`src/rtl/core/lpfc_pkg.sv`:
```
// ----------------------------------------------------------------------------
// lpfc_pkg: shared types and constants
// This package holds the request and result payloads, the sizes of the page
// store and the address map of the control register.
// ----------------------------------------------------------------------------
`default_nettype none

package lpfc_pkg;

  localparam int unsigned MAX_FRAMES = 128;
  localparam int unsigned PAGE_W     = 16;
  localparam int unsigned COUNT_W    = 16;
  localparam int unsigned CAP_W      = 8;
  localparam int unsigned IDX_W      = (MAX_FRAMES > 1) ? $clog2(MAX_FRAMES) : 1;
  localparam int unsigned RANK_W     = IDX_W;
  localparam int unsigned CNT_W      = $clog2(MAX_FRAMES + 1);
  localparam int unsigned ENT_W      = PAGE_W + RANK_W;
  localparam int unsigned CMP_W      = 16;
  localparam int unsigned QDEPTH     = 2;

  localparam int unsigned PADDR_W    = 3;
  localparam int unsigned PDATA_W    = 32;

  localparam logic [PADDR_W-1:0] ADDR_CAPACITY = 3'd0;
  localparam logic [CAP_W-1:0]   CAP_RESET     = 8'd128;
  localparam logic [COUNT_W-1:0] COUNT_MAX     = '1;

  typedef struct packed {
    logic [PAGE_W-1:0] page;
    logic              last_ref;
  } req_t;

  typedef struct packed {
    logic               fault;
    logic               evicted_valid;
    logic [PAGE_W-1:0]  evicted_page;
    logic [COUNT_W-1:0] fault_total;
    logic               sequence_done;
  } rsp_t;

endpackage

`default_nettype wire

```
`src/rtl/core/lru_page_fault_counter.sv`:
```
// ----------------------------------------------------------------------------
// lru_page_fault_counter: LRU page store with fault counter
// Fully associative store of up to 128 pages with least-recently-used
// replacement. The engine sweeps the frame memory twice, one frame a cycle:
// first to find the page, the victim and the free frame, then to age the
// recency ranks. It passes through the SCAN, SEND, DEC, UPD and DRAIN states
// for a request taken from the queue, then presents the result, and takes the
// next request only once that result is taken. A two-entry queue takes
// requests while the engine works or a result waits. The user must see that
// capacity is written through the APB port at address 0 while idle; the
// block itself does not enforce it.
// ----------------------------------------------------------------------------
`default_nettype none

module lru_page_fault_counter (
  input  wire logic                         clk_i,
  input  wire logic                         rst_ni,
  input  wire lpfc_pkg::req_t               req_i,
  input  wire logic                         req_valid_i,
  output logic                              req_stall_o,
  output lpfc_pkg::rsp_t                    rsp_o,
  output logic                              rsp_valid_o,
  input  wire logic                         rsp_stall_i,
  input  wire logic                         psel,
  input  wire logic                         penable,
  input  wire logic                         pwrite,
  input  wire logic [lpfc_pkg::PADDR_W-1:0] paddr,
  input  wire logic [lpfc_pkg::PDATA_W-1:0] pwdata,
  output logic [lpfc_pkg::PDATA_W-1:0]      prdata,
  output logic                              pready
);

  logic [lpfc_pkg::CAP_W-1:0] capacity_q;
  lpfc_pkg::req_t             head;
  logic                       head_valid;
  logic                       pop;

  assign pready = 1'b1;
  assign prdata = (paddr == lpfc_pkg::ADDR_CAPACITY) ?
                  lpfc_pkg::PDATA_W'(capacity_q) : '0;

  always_ff @(posedge clk_i or negedge rst_ni) begin
    if (!rst_ni) begin
      capacity_q <= lpfc_pkg::CAP_RESET;
    end else if (psel && penable && pwrite && paddr == lpfc_pkg::ADDR_CAPACITY) begin
      capacity_q <= pwdata[lpfc_pkg::CAP_W-1:0];
    end
  end

  lpfc_queue u_queue (
    .clk_i        (clk_i),
    .rst_ni       (rst_ni),
    .req_i        (req_i),
    .req_valid_i  (req_valid_i),
    .req_stall_o  (req_stall_o),
    .head_o       (head),
    .head_valid_o (head_valid),
    .pop_i        (pop)
  );

  lpfc_engine u_engine (
    .clk_i        (clk_i),
    .rst_ni       (rst_ni),
    .capacity_i   (capacity_q),
    .head_i       (head),
    .head_valid_i (head_valid),
    .pop_o        (pop),
    .rsp_o        (rsp_o),
    .rsp_valid_o  (rsp_valid_o),
    .rsp_stall_i  (rsp_stall_i)
  );

endmodule

`default_nettype wire

```
`src/rtl/core/lpfc_queue.sv`:
```
// ----------------------------------------------------------------------------
// lpfc_queue: request intake queue
// Two-entry queue that takes page requests from the input channel and hands
// them to the replacement engine, so either side may stall on its own.
// ----------------------------------------------------------------------------
`default_nettype none

module lpfc_queue (
  input  wire logic          clk_i,
  input  wire logic          rst_ni,
  input  wire lpfc_pkg::req_t req_i,
  input  wire logic          req_valid_i,
  output logic               req_stall_o,
  output lpfc_pkg::req_t     head_o,
  output logic               head_valid_o,
  input  wire logic          pop_i
);

  lpfc_pkg::req_t slot_q [lpfc_pkg::QDEPTH];
  logic           wr_ptr_q, wr_ptr_d;
  logic           rd_ptr_q, rd_ptr_d;
  logic [1:0]     fill_q, fill_d;
  logic           push;
  logic           pop;

  assign req_stall_o  = (fill_q == 2'(lpfc_pkg::QDEPTH));
  assign head_valid_o = (fill_q != 2'd0);
  assign head_o       = slot_q[rd_ptr_q];

  assign push = req_valid_i && !req_stall_o;
  assign pop  = pop_i && head_valid_o;

  always_comb begin
    wr_ptr_d = push ? !wr_ptr_q : wr_ptr_q;
    rd_ptr_d = pop ? !rd_ptr_q : rd_ptr_q;
    fill_d   = fill_q + 2'(push) - 2'(pop);
  end

  always_ff @(posedge clk_i or negedge rst_ni) begin
    if (!rst_ni) begin
      wr_ptr_q <= 1'b0;
      rd_ptr_q <= 1'b0;
      fill_q   <= 2'd0;
    end else begin
      wr_ptr_q <= wr_ptr_d;
      rd_ptr_q <= rd_ptr_d;
      fill_q   <= fill_d;
    end
  end

  always_ff @(posedge clk_i) begin
    if (push) begin
      slot_q[wr_ptr_q] <= req_i;
    end
  end

endmodule

`default_nettype wire

```
`src/rtl/core/lpfc_engine.sv`:
```
// ----------------------------------------------------------------------------
// lpfc_engine: LRU replacement engine
// Scans the frame store for the requested page, the victim and the first free
// frame, then sweeps it again to age the recency ranks and place the page.
// ----------------------------------------------------------------------------
`default_nettype none

module lpfc_engine (
  input  wire logic                       clk_i,
  input  wire logic                       rst_ni,
  input  wire logic [lpfc_pkg::CAP_W-1:0] capacity_i,
  input  wire lpfc_pkg::req_t             head_i,
  input  wire logic                       head_valid_i,
  output logic                            pop_o,
  output lpfc_pkg::rsp_t                  rsp_o,
  output logic                            rsp_valid_o,
  input  wire logic                       rsp_stall_i
);

  localparam logic [2:0] ST_IDLE  = 3'd0;
  localparam logic [2:0] ST_SCAN  = 3'd1;
  localparam logic [2:0] ST_SEND  = 3'd2;
  localparam logic [2:0] ST_DEC   = 3'd3;
  localparam logic [2:0] ST_UPD   = 3'd4;
  localparam logic [2:0] ST_DRAIN = 3'd5;

  localparam logic [lpfc_pkg::IDX_W-1:0] IDX_LAST = lpfc_pkg::IDX_W'(lpfc_pkg::MAX_FRAMES - 1);

  logic [2:0]                      state_q;
  logic [lpfc_pkg::IDX_W-1:0]      addr_q;
  lpfc_pkg::req_t                  req_q;

  logic [lpfc_pkg::ENT_W-1:0]      mem_q [lpfc_pkg::MAX_FRAMES];
  logic [lpfc_pkg::ENT_W-1:0]      rd_data_q;
  logic [lpfc_pkg::IDX_W-1:0]      rd_idx_q;
  logic                            rd_vld_q;
  logic                            rd_upd_q;
  logic                            rd_en;

  logic [lpfc_pkg::MAX_FRAMES-1:0] valid_q;
  logic [lpfc_pkg::CNT_W-1:0]      cnt_q;
  logic [lpfc_pkg::COUNT_W-1:0]    faults_q;

  logic                            hit_q, victim_q, free_q;
  logic [lpfc_pkg::IDX_W-1:0]      hit_idx_q, victim_idx_q, free_idx_q, slot_q;
  logic [lpfc_pkg::RANK_W-1:0]     hit_rank_q;
  logic [lpfc_pkg::PAGE_W-1:0]     victim_page_q;

  lpfc_pkg::rsp_t                  rsp_q;
  logic                            rsp_valid_q;

  logic [lpfc_pkg::PAGE_W-1:0]     rd_page;
  logic [lpfc_pkg::RANK_W-1:0]     rd_rank;
  logic                            rd_live;
  logic [lpfc_pkg::CMP_W-1:0]      cap_eff;
  logic                            evict;
  logic [lpfc_pkg::IDX_W-1:0]      slot;
  logic [lpfc_pkg::COUNT_W-1:0]    faults_next;
  logic [lpfc_pkg::ENT_W-1:0]      wr_data;
  logic                            wr_en;
  logic                            aged;

  assign rd_page = rd_data_q[lpfc_pkg::ENT_W-1:lpfc_pkg::RANK_W];
  assign rd_rank = rd_data_q[lpfc_pkg::RANK_W-1:0];
  assign rd_live = valid_q[rd_idx_q];
  assign rd_en   = (state_q == ST_SCAN) || (state_q == ST_UPD);
  assign pop_o   = (state_q == ST_IDLE) && head_valid_i && !rsp_valid_q;

  always_comb begin
    cap_eff = lpfc_pkg::CMP_W'(capacity_i);
    if (cap_eff == '0) begin
      cap_eff = lpfc_pkg::CMP_W'(1);
    end else if (cap_eff > lpfc_pkg::CMP_W'(lpfc_pkg::MAX_FRAMES)) begin
      cap_eff = lpfc_pkg::CMP_W'(lpfc_pkg::MAX_FRAMES);
    end
    evict       = !hit_q && (lpfc_pkg::CMP_W'(cnt_q) >= cap_eff);
    slot        = hit_q ? hit_idx_q : (evict ? victim_idx_q : free_idx_q);
    faults_next = (hit_q || faults_q == lpfc_pkg::COUNT_MAX) ? faults_q
                                                              : faults_q + 1'b1;
    aged        = rd_live && (!hit_q || rd_rank < hit_rank_q);
    wr_en       = rd_vld_q && rd_upd_q;
    if (rd_idx_q == slot_q) begin
      wr_data = {req_q.page, lpfc_pkg::RANK_W'(0)};
    end else if (aged) begin
      wr_data = {rd_page, rd_rank + lpfc_pkg::RANK_W'(1)};
    end else begin
      wr_data = rd_data_q;
    end
  end

  always_ff @(posedge clk_i) begin
    if (wr_en) begin
      mem_q[rd_idx_q] <= wr_data;
    end
    if (rd_en) begin
      rd_data_q <= mem_q[addr_q];
    end
  end

  always_ff @(posedge clk_i or negedge rst_ni) begin
    if (!rst_ni) begin
      state_q     <= ST_IDLE;
      addr_q      <= '0;
      rd_vld_q    <= 1'b0;
      rd_upd_q    <= 1'b0;
      rd_idx_q    <= '0;
      valid_q     <= '0;
      cnt_q       <= '0;
      faults_q    <= '0;
      hit_q       <= 1'b0;
      victim_q    <= 1'b0;
      free_q      <= 1'b0;
      rsp_valid_q <= 1'b0;
    end else begin
      rd_vld_q <= rd_en;
      rd_upd_q <= (state_q == ST_UPD);
      rd_idx_q <= addr_q;
      if (rsp_valid_q && !rsp_stall_i) begin
        rsp_valid_q <= 1'b0;
      end
      if (rd_vld_q && !rd_upd_q) begin
        if (rd_live && !hit_q && rd_page == req_q.page) begin
          hit_q      <= 1'b1;
          hit_idx_q  <= rd_idx_q;
          hit_rank_q <= rd_rank;
        end
        if (rd_live && !victim_q &&
            lpfc_pkg::CNT_W'(rd_rank) == cnt_q - lpfc_pkg::CNT_W'(1)) begin
          victim_q      <= 1'b1;
          victim_idx_q  <= rd_idx_q;
          victim_page_q <= rd_page;
        end
        if (!rd_live && !free_q) begin
          free_q     <= 1'b1;
          free_idx_q <= rd_idx_q;
        end
      end
      case (state_q)
        ST_IDLE: begin
          if (pop_o) begin
            req_q    <= head_i;
            hit_q    <= 1'b0;
            victim_q <= 1'b0;
            free_q   <= 1'b0;
            addr_q   <= '0;
            state_q  <= ST_SCAN;
          end
        end
        ST_SCAN: begin
          addr_q <= addr_q + 1'b1;
          if (addr_q == IDX_LAST) begin
            state_q <= ST_SEND;
          end
        end
        ST_SEND: begin
          state_q <= ST_DEC;
        end
        ST_DEC: begin
          slot_q         <= slot;
          valid_q[slot]  <= 1'b1;
          faults_q       <= faults_next;
          if (!hit_q && !evict) begin
            cnt_q <= cnt_q + 1'b1;
          end
          rsp_q.fault         <= !hit_q;
          rsp_q.evicted_valid <= evict;
          rsp_q.evicted_page  <= evict ? victim_page_q : '0;
          rsp_q.fault_total   <= faults_next;
          rsp_q.sequence_done <= req_q.last_ref;
          addr_q              <= '0;
          state_q             <= ST_UPD;
        end
        ST_UPD: begin
          addr_q <= addr_q + 1'b1;
          if (addr_q == IDX_LAST) begin
            state_q <= ST_DRAIN;
          end
        end
        ST_DRAIN: begin
          rsp_valid_q <= 1'b1;
          if (req_q.last_ref) begin
            valid_q  <= '0;
            cnt_q    <= '0;
            faults_q <= '0;
          end
          state_q <= ST_IDLE;
        end
        default: begin
          state_q <= ST_IDLE;
        end
      endcase
    end
  end

  assign rsp_o       = rsp_q;
  assign rsp_valid_o = rsp_valid_q;

  a_count_bound: assert property (@(posedge clk_i) disable iff (!rst_ni)
    cnt_q <= lpfc_pkg::CNT_W'(lpfc_pkg::MAX_FRAMES))
    else $error("resident count above store depth");

  a_count_matches: assert property (@(posedge clk_i) disable iff (!rst_ni)
    (state_q == ST_IDLE) |-> ($countones(valid_q) == 32'(cnt_q)))
    else $error("resident count disagrees with valid frames");

  a_evict_is_fault: assert property (@(posedge clk_i) disable iff (!rst_ni)
    (rsp_valid_q && rsp_q.evicted_valid) |-> rsp_q.fault)
    else $error("eviction reported on a hit");

  a_evict_page_zero: assert property (@(posedge clk_i) disable iff (!rst_ni)
    (rsp_valid_q && !rsp_q.evicted_valid) |-> (rsp_q.evicted_page == '0))
    else $error("evicted page not zero without eviction");

endmodule

`default_nettype wire
```
`config.mk`:
```
export PLATFORM = sky130hd
export DESIGN_NAME = lru_page_fault_counter
export DESIGN_NICKNAME = d
export VERILOG_FILES = /design/src/rtl/core/lpfc_pkg.sv /design/src/rtl/core/lru_page_fault_counter.sv /design/src/rtl/core/lpfc_queue.sv /design/src/rtl/core/lpfc_engine.sv
export SDC_FILE = /design/constraint.sdc
export NUM_CORES = 2
export LEC_CHECK = 0
export ABC_AREA = 0
export BUFFER_PORTS_ARGS = -buffer_cell sky130_fd_sc_hd__buf_2
export CAP_MARGIN = 40
export CORE_MARGIN = 10
export CORE_UTILIZATION = 40
export DETAILED_ROUTE_END_ITERATION = 16
export GPL_TIMING_DRIVEN = 0
export PLACE_DENSITY = 0.65
export SLEW_MARGIN = 30
export SYNTH_ARGS = -nofsm -noshare
export SYNTH_HDL_FRONTEND = slang
export SYNTH_SLANG_ARGS = --single-unit
export TNS_END_PERCENT = 100
```
`constraint.sdc`:
```
create_clock -name clk_i -period 24.4 [get_ports clk_i]
set_clock_uncertainty 0.15 [all_clocks]
set_input_delay 2.44 -clock clk_i [delete_from_list [all_inputs] [get_ports clk_i]]
set_output_delay 2.44 -clock clk_i [all_outputs]
set_load 0.01 [all_outputs]
```
==> impl_metrics.json <==
{
  "cts_tree": "built",
  "ys_top_cells_by_area": "edfxtp_1, mux4_2, dfrtp_1, mux2_2, nor2_1",
  "crit_type": "input port to primary output",
  "place_hpwl_um": 259000,
  "p_leak_nw": 48.3,
  "die_h_um": 585,
  "required_ns": 21.81,
  "setup-tns-final_ns": 0,
  "final_area_um2": 152000,
  "core-area_um2": 318000,
  "rsz0062_at_grt": "false",
  "dieWidth_um": 585,
  "cts-root-buf": "clkbuf_16",
  "num_rows": 207,
  "first_iter_violations": 9937,
  "ctsHoldBuffers": 0,
  "cts_setup_buffers": 0,
  "critPathLaunch": "paddr[1]",
  "start_util_pct": 40.1,
  "critPathCaptureType": "primary output",
  "track_usage_pct": 21.4,
  "synth_top_area_share_pct": 73.1,
  "io_pins": 129,
  "synth_edf_count": 3104,
  "met3_usage_pct": 5.86,
  "outcome": "finished, final reports clean",
  "slew_viol_final": 0,
  "layout-drive-gt1-share_pct": 33.7,
  "r2r_end": "u_engine.rd_data_q[14]$_DFFE_PP_",
  "wl_per_cell_um": 34.6,
  "power_density_nw_per_um2": 125,
  "syn_avg_cell_area_um2": 22.7,
  "clkTransAtPathRegs_ns": 0.06,
  "ys.flop_type": "edfxtp_1",
  "finalCritPeriodShare_pct": 24.7,
  "syn-cell-area_um2": 127000,
  "place_area_um2": 140000,
  "worst-path-max-fanout": 9,
  "drc": 0,
  "grt_max_degree": 105,
  "gr-max-usage-layer": "met2",
  "r2r-start": "u_engine.addr_q[0]$_DFFE_PN0P_",
  "synth_warnings": 0,
  "ctsHtreeMaxLevel": 5,
  "cts_resized": 0,
  "synth_seq_cells": 3291,
  "ir_drop_mv": 0.154,
  "numCtsBuffers": 336,
  "fp.dieArea_um2": 342000,
  "placed_cells": 10100,
  "portBuffers": 79,
  "synth.yosys.seq_area_share_pct": 76.8,
  "crit_end": "prdata[7]",
  "arrival_ns": 3.43,
  "reg2reg_slack_ns": 18.57,
  "setup_viol": 0,
  "area_delta_synth_final_pct": 18.9,
  "grt_pass1_vias": 65300,
  "gr-total-overflow": 0,
  "clk-insertion-delay-late_ns": 0.96,
  "layout_min_cycle_time_ns": 6.02,
  "antenna_found_initial": 28,
  "viasPerCell": 6.07,
  "async_reset_ff_share_pct": 5.68,
  "drtAntennaViolNets": 0,
  "cap_violations": 0,
  "finalWeightedCongestion": 0.882,
  "finalHoldViolations": 0,
  "first_pass_iters": 11,
  "fill_cells": 25100,
  "final_nets": 6402,
  "met2_usage_pct": 33.4,
  "crit_path_start_kind": "input port",
  "maxSlewHeadroom_pct": 26.8,
  "grt_pass1_wl_um": 518000,
  "whs_ns": 0.281,
  "vias": 65500,
  "drt_wl_total_um": 373000,
  "clock_sinks": 3291,
  "yosysTopAreaCell": "edfxtp_1",
  "synth_cell_types": 71,
  "layoutNonFillerInstCount": 10800,
  "fmax_mhz": 166,
  "tightest_slew_ns": 1.10,
  "use_met1_pct": 28.1,
  "netlist_instances": 5629,
  "reg2reg_depth": 9,
  "cts_buffer_depth": 4,
  "hold_path.class": "flop to flop"
}
## synthesized netlist by cell type, types with 14 or more instances
library cell,count
a21oi_1,21
a221oi_1,35
a22o_1,52
and2_1,17
and3_1,27
buf_1,25
buf_2,102
buf_4,26
clkbuf_1,175
dfrtp_1,186
edfxtp_1,3104
ha_1,21
inv_1,27
mux2_2,79
mux4_2,959
nand2_1,177
nand2b_1,14
nand3_1,24
nor2_1,191
nor2b_1,18
o21ai_0,82
o21ai_1,36
xnor2_1,21
xor2_1,40
## power by group
group	internal [mW]	total (mW)	switching (mW)
sequential	7.25	7.33	0.0816
clock	2.93	5.16	2.23
combinational	2.30	6.45	4.15
## stage by stage
step                      total power, mW  util (%)  setup WS, ns
after floorplan                      10.7         -         16.08
after global placement               13.4      41.9          8.21
after detailed placement             13.7      44.1         18.33
after CTS                            18.9      47.6         18.33
after global routing                 19.4      47.7         18.23
final                                18.9      47.7         18.38
## flip-flops by register name (all words and copies together), names as in the netlist, 8 cells and up
name                    count
u_engine.mem_q           2944
u_engine.faults_q          16
u_engine.rsp_o             35
u_engine.rd_data_q         23
u_engine.victim_page_q     16
u_queue.slot_q             34
u_engine.req_q             17
capacity_q                  8
u_engine.cnt_q              8
u_engine.valid_q          128
## kinds of logic (layout without fill, tap and decap cells)
group                      after synthesis  count (layout)  share of synthesized area (%)
xor gates and xnor gates                61              61                          0.419
DFF                                   3291            3291                           76.8
and+or+nand+nor                        527             527                           1.88
adders and majority gates               21              21                          0.206
muxes                                 1051            1051                           17.7
buffers and inverters                  357            1301                           1.23
other                                    2              41                        0.00589
AOI/OAI and AO/OA                      319             319                           1.75
## layout make-up
cell class                      count  area [um2]  area share, %
Multi-Input combinational cell   2004       29500           19.5
Tap cell                         4180        5230           3.45
Clock inverter                    188        2140           1.41
Sequential cell                  3291       97900           64.6
Timing Repair Buffer              332        6130           4.05
Clock buffer                      424        8920           5.89
Buffer                            328        1570           1.03
Inverter                           29         109         0.0718
Antenna cell                       16        40.0         0.0264
## worst min path at each step
| stage | from | end | slack [ns] | cells after the start |
|---|---|---|---|---|
| 2_1_floorplan | u_engine.addr_q[3]$_DFFE_PN0P_ | u_engine.rd_idx_q[3]$_DFF_PN0_ | 0.20 | 0 |
| 6_report | u_engine.addr_q[2]$_DFFE_PN0P_ | u_engine.rd_idx_q[2]$_DFF_PN0_ | 0.28 | 0 |
| 3_3_place_gp | u_engine.addr_q[2]$_DFFE_PN0P_ | u_engine.rd_idx_q[2]$_DFF_PN0_ | 0.26 | 0 |
| 3_5_place_dp | u_engine.addr_q[2]$_DFFE_PN0P_ | u_engine.rd_idx_q[2]$_DFF_PN0_ | 0.26 | 0 |
| 4_1_cts | u_engine.addr_q[2]$_DFFE_PN0P_ | u_engine.rd_idx_q[2]$_DFF_PN0_ | 0.28 | 0 |
| 5_1_grt | u_engine.addr_q[2]$_DFFE_PN0P_ | u_engine.rd_idx_q[2]$_DFF_PN0_ | 0.28 | 0 |
## layout by cell type, fill, tap and decap left out, drive strengths merged, types with 29 or more instances in the layout
cell and n:
nor2 191, a22o 52, buf 483, bufinv 29
mux2 79, clkinv 146, clkbuf 601, edfxtp 3104
inv 36, xor2 40, dfrtp 186, a221oi 35
nand2 177, mux4 959, o21ai 119
## per-layer routing
layer / vias to the layer above / share of wire [%]
met5: - / 0.025
met4: 14 / 5.3
met3: 826 / 12
met2: 4459 / 47
met1: 35000 / 36
li1: 25200 / -
## critical path: stages
cell and delay, ns:
buf_2 0.09, nor3_1 0.55, and2_1 0.22, buf_2 0.13
(Power assumes the default switching activity.)
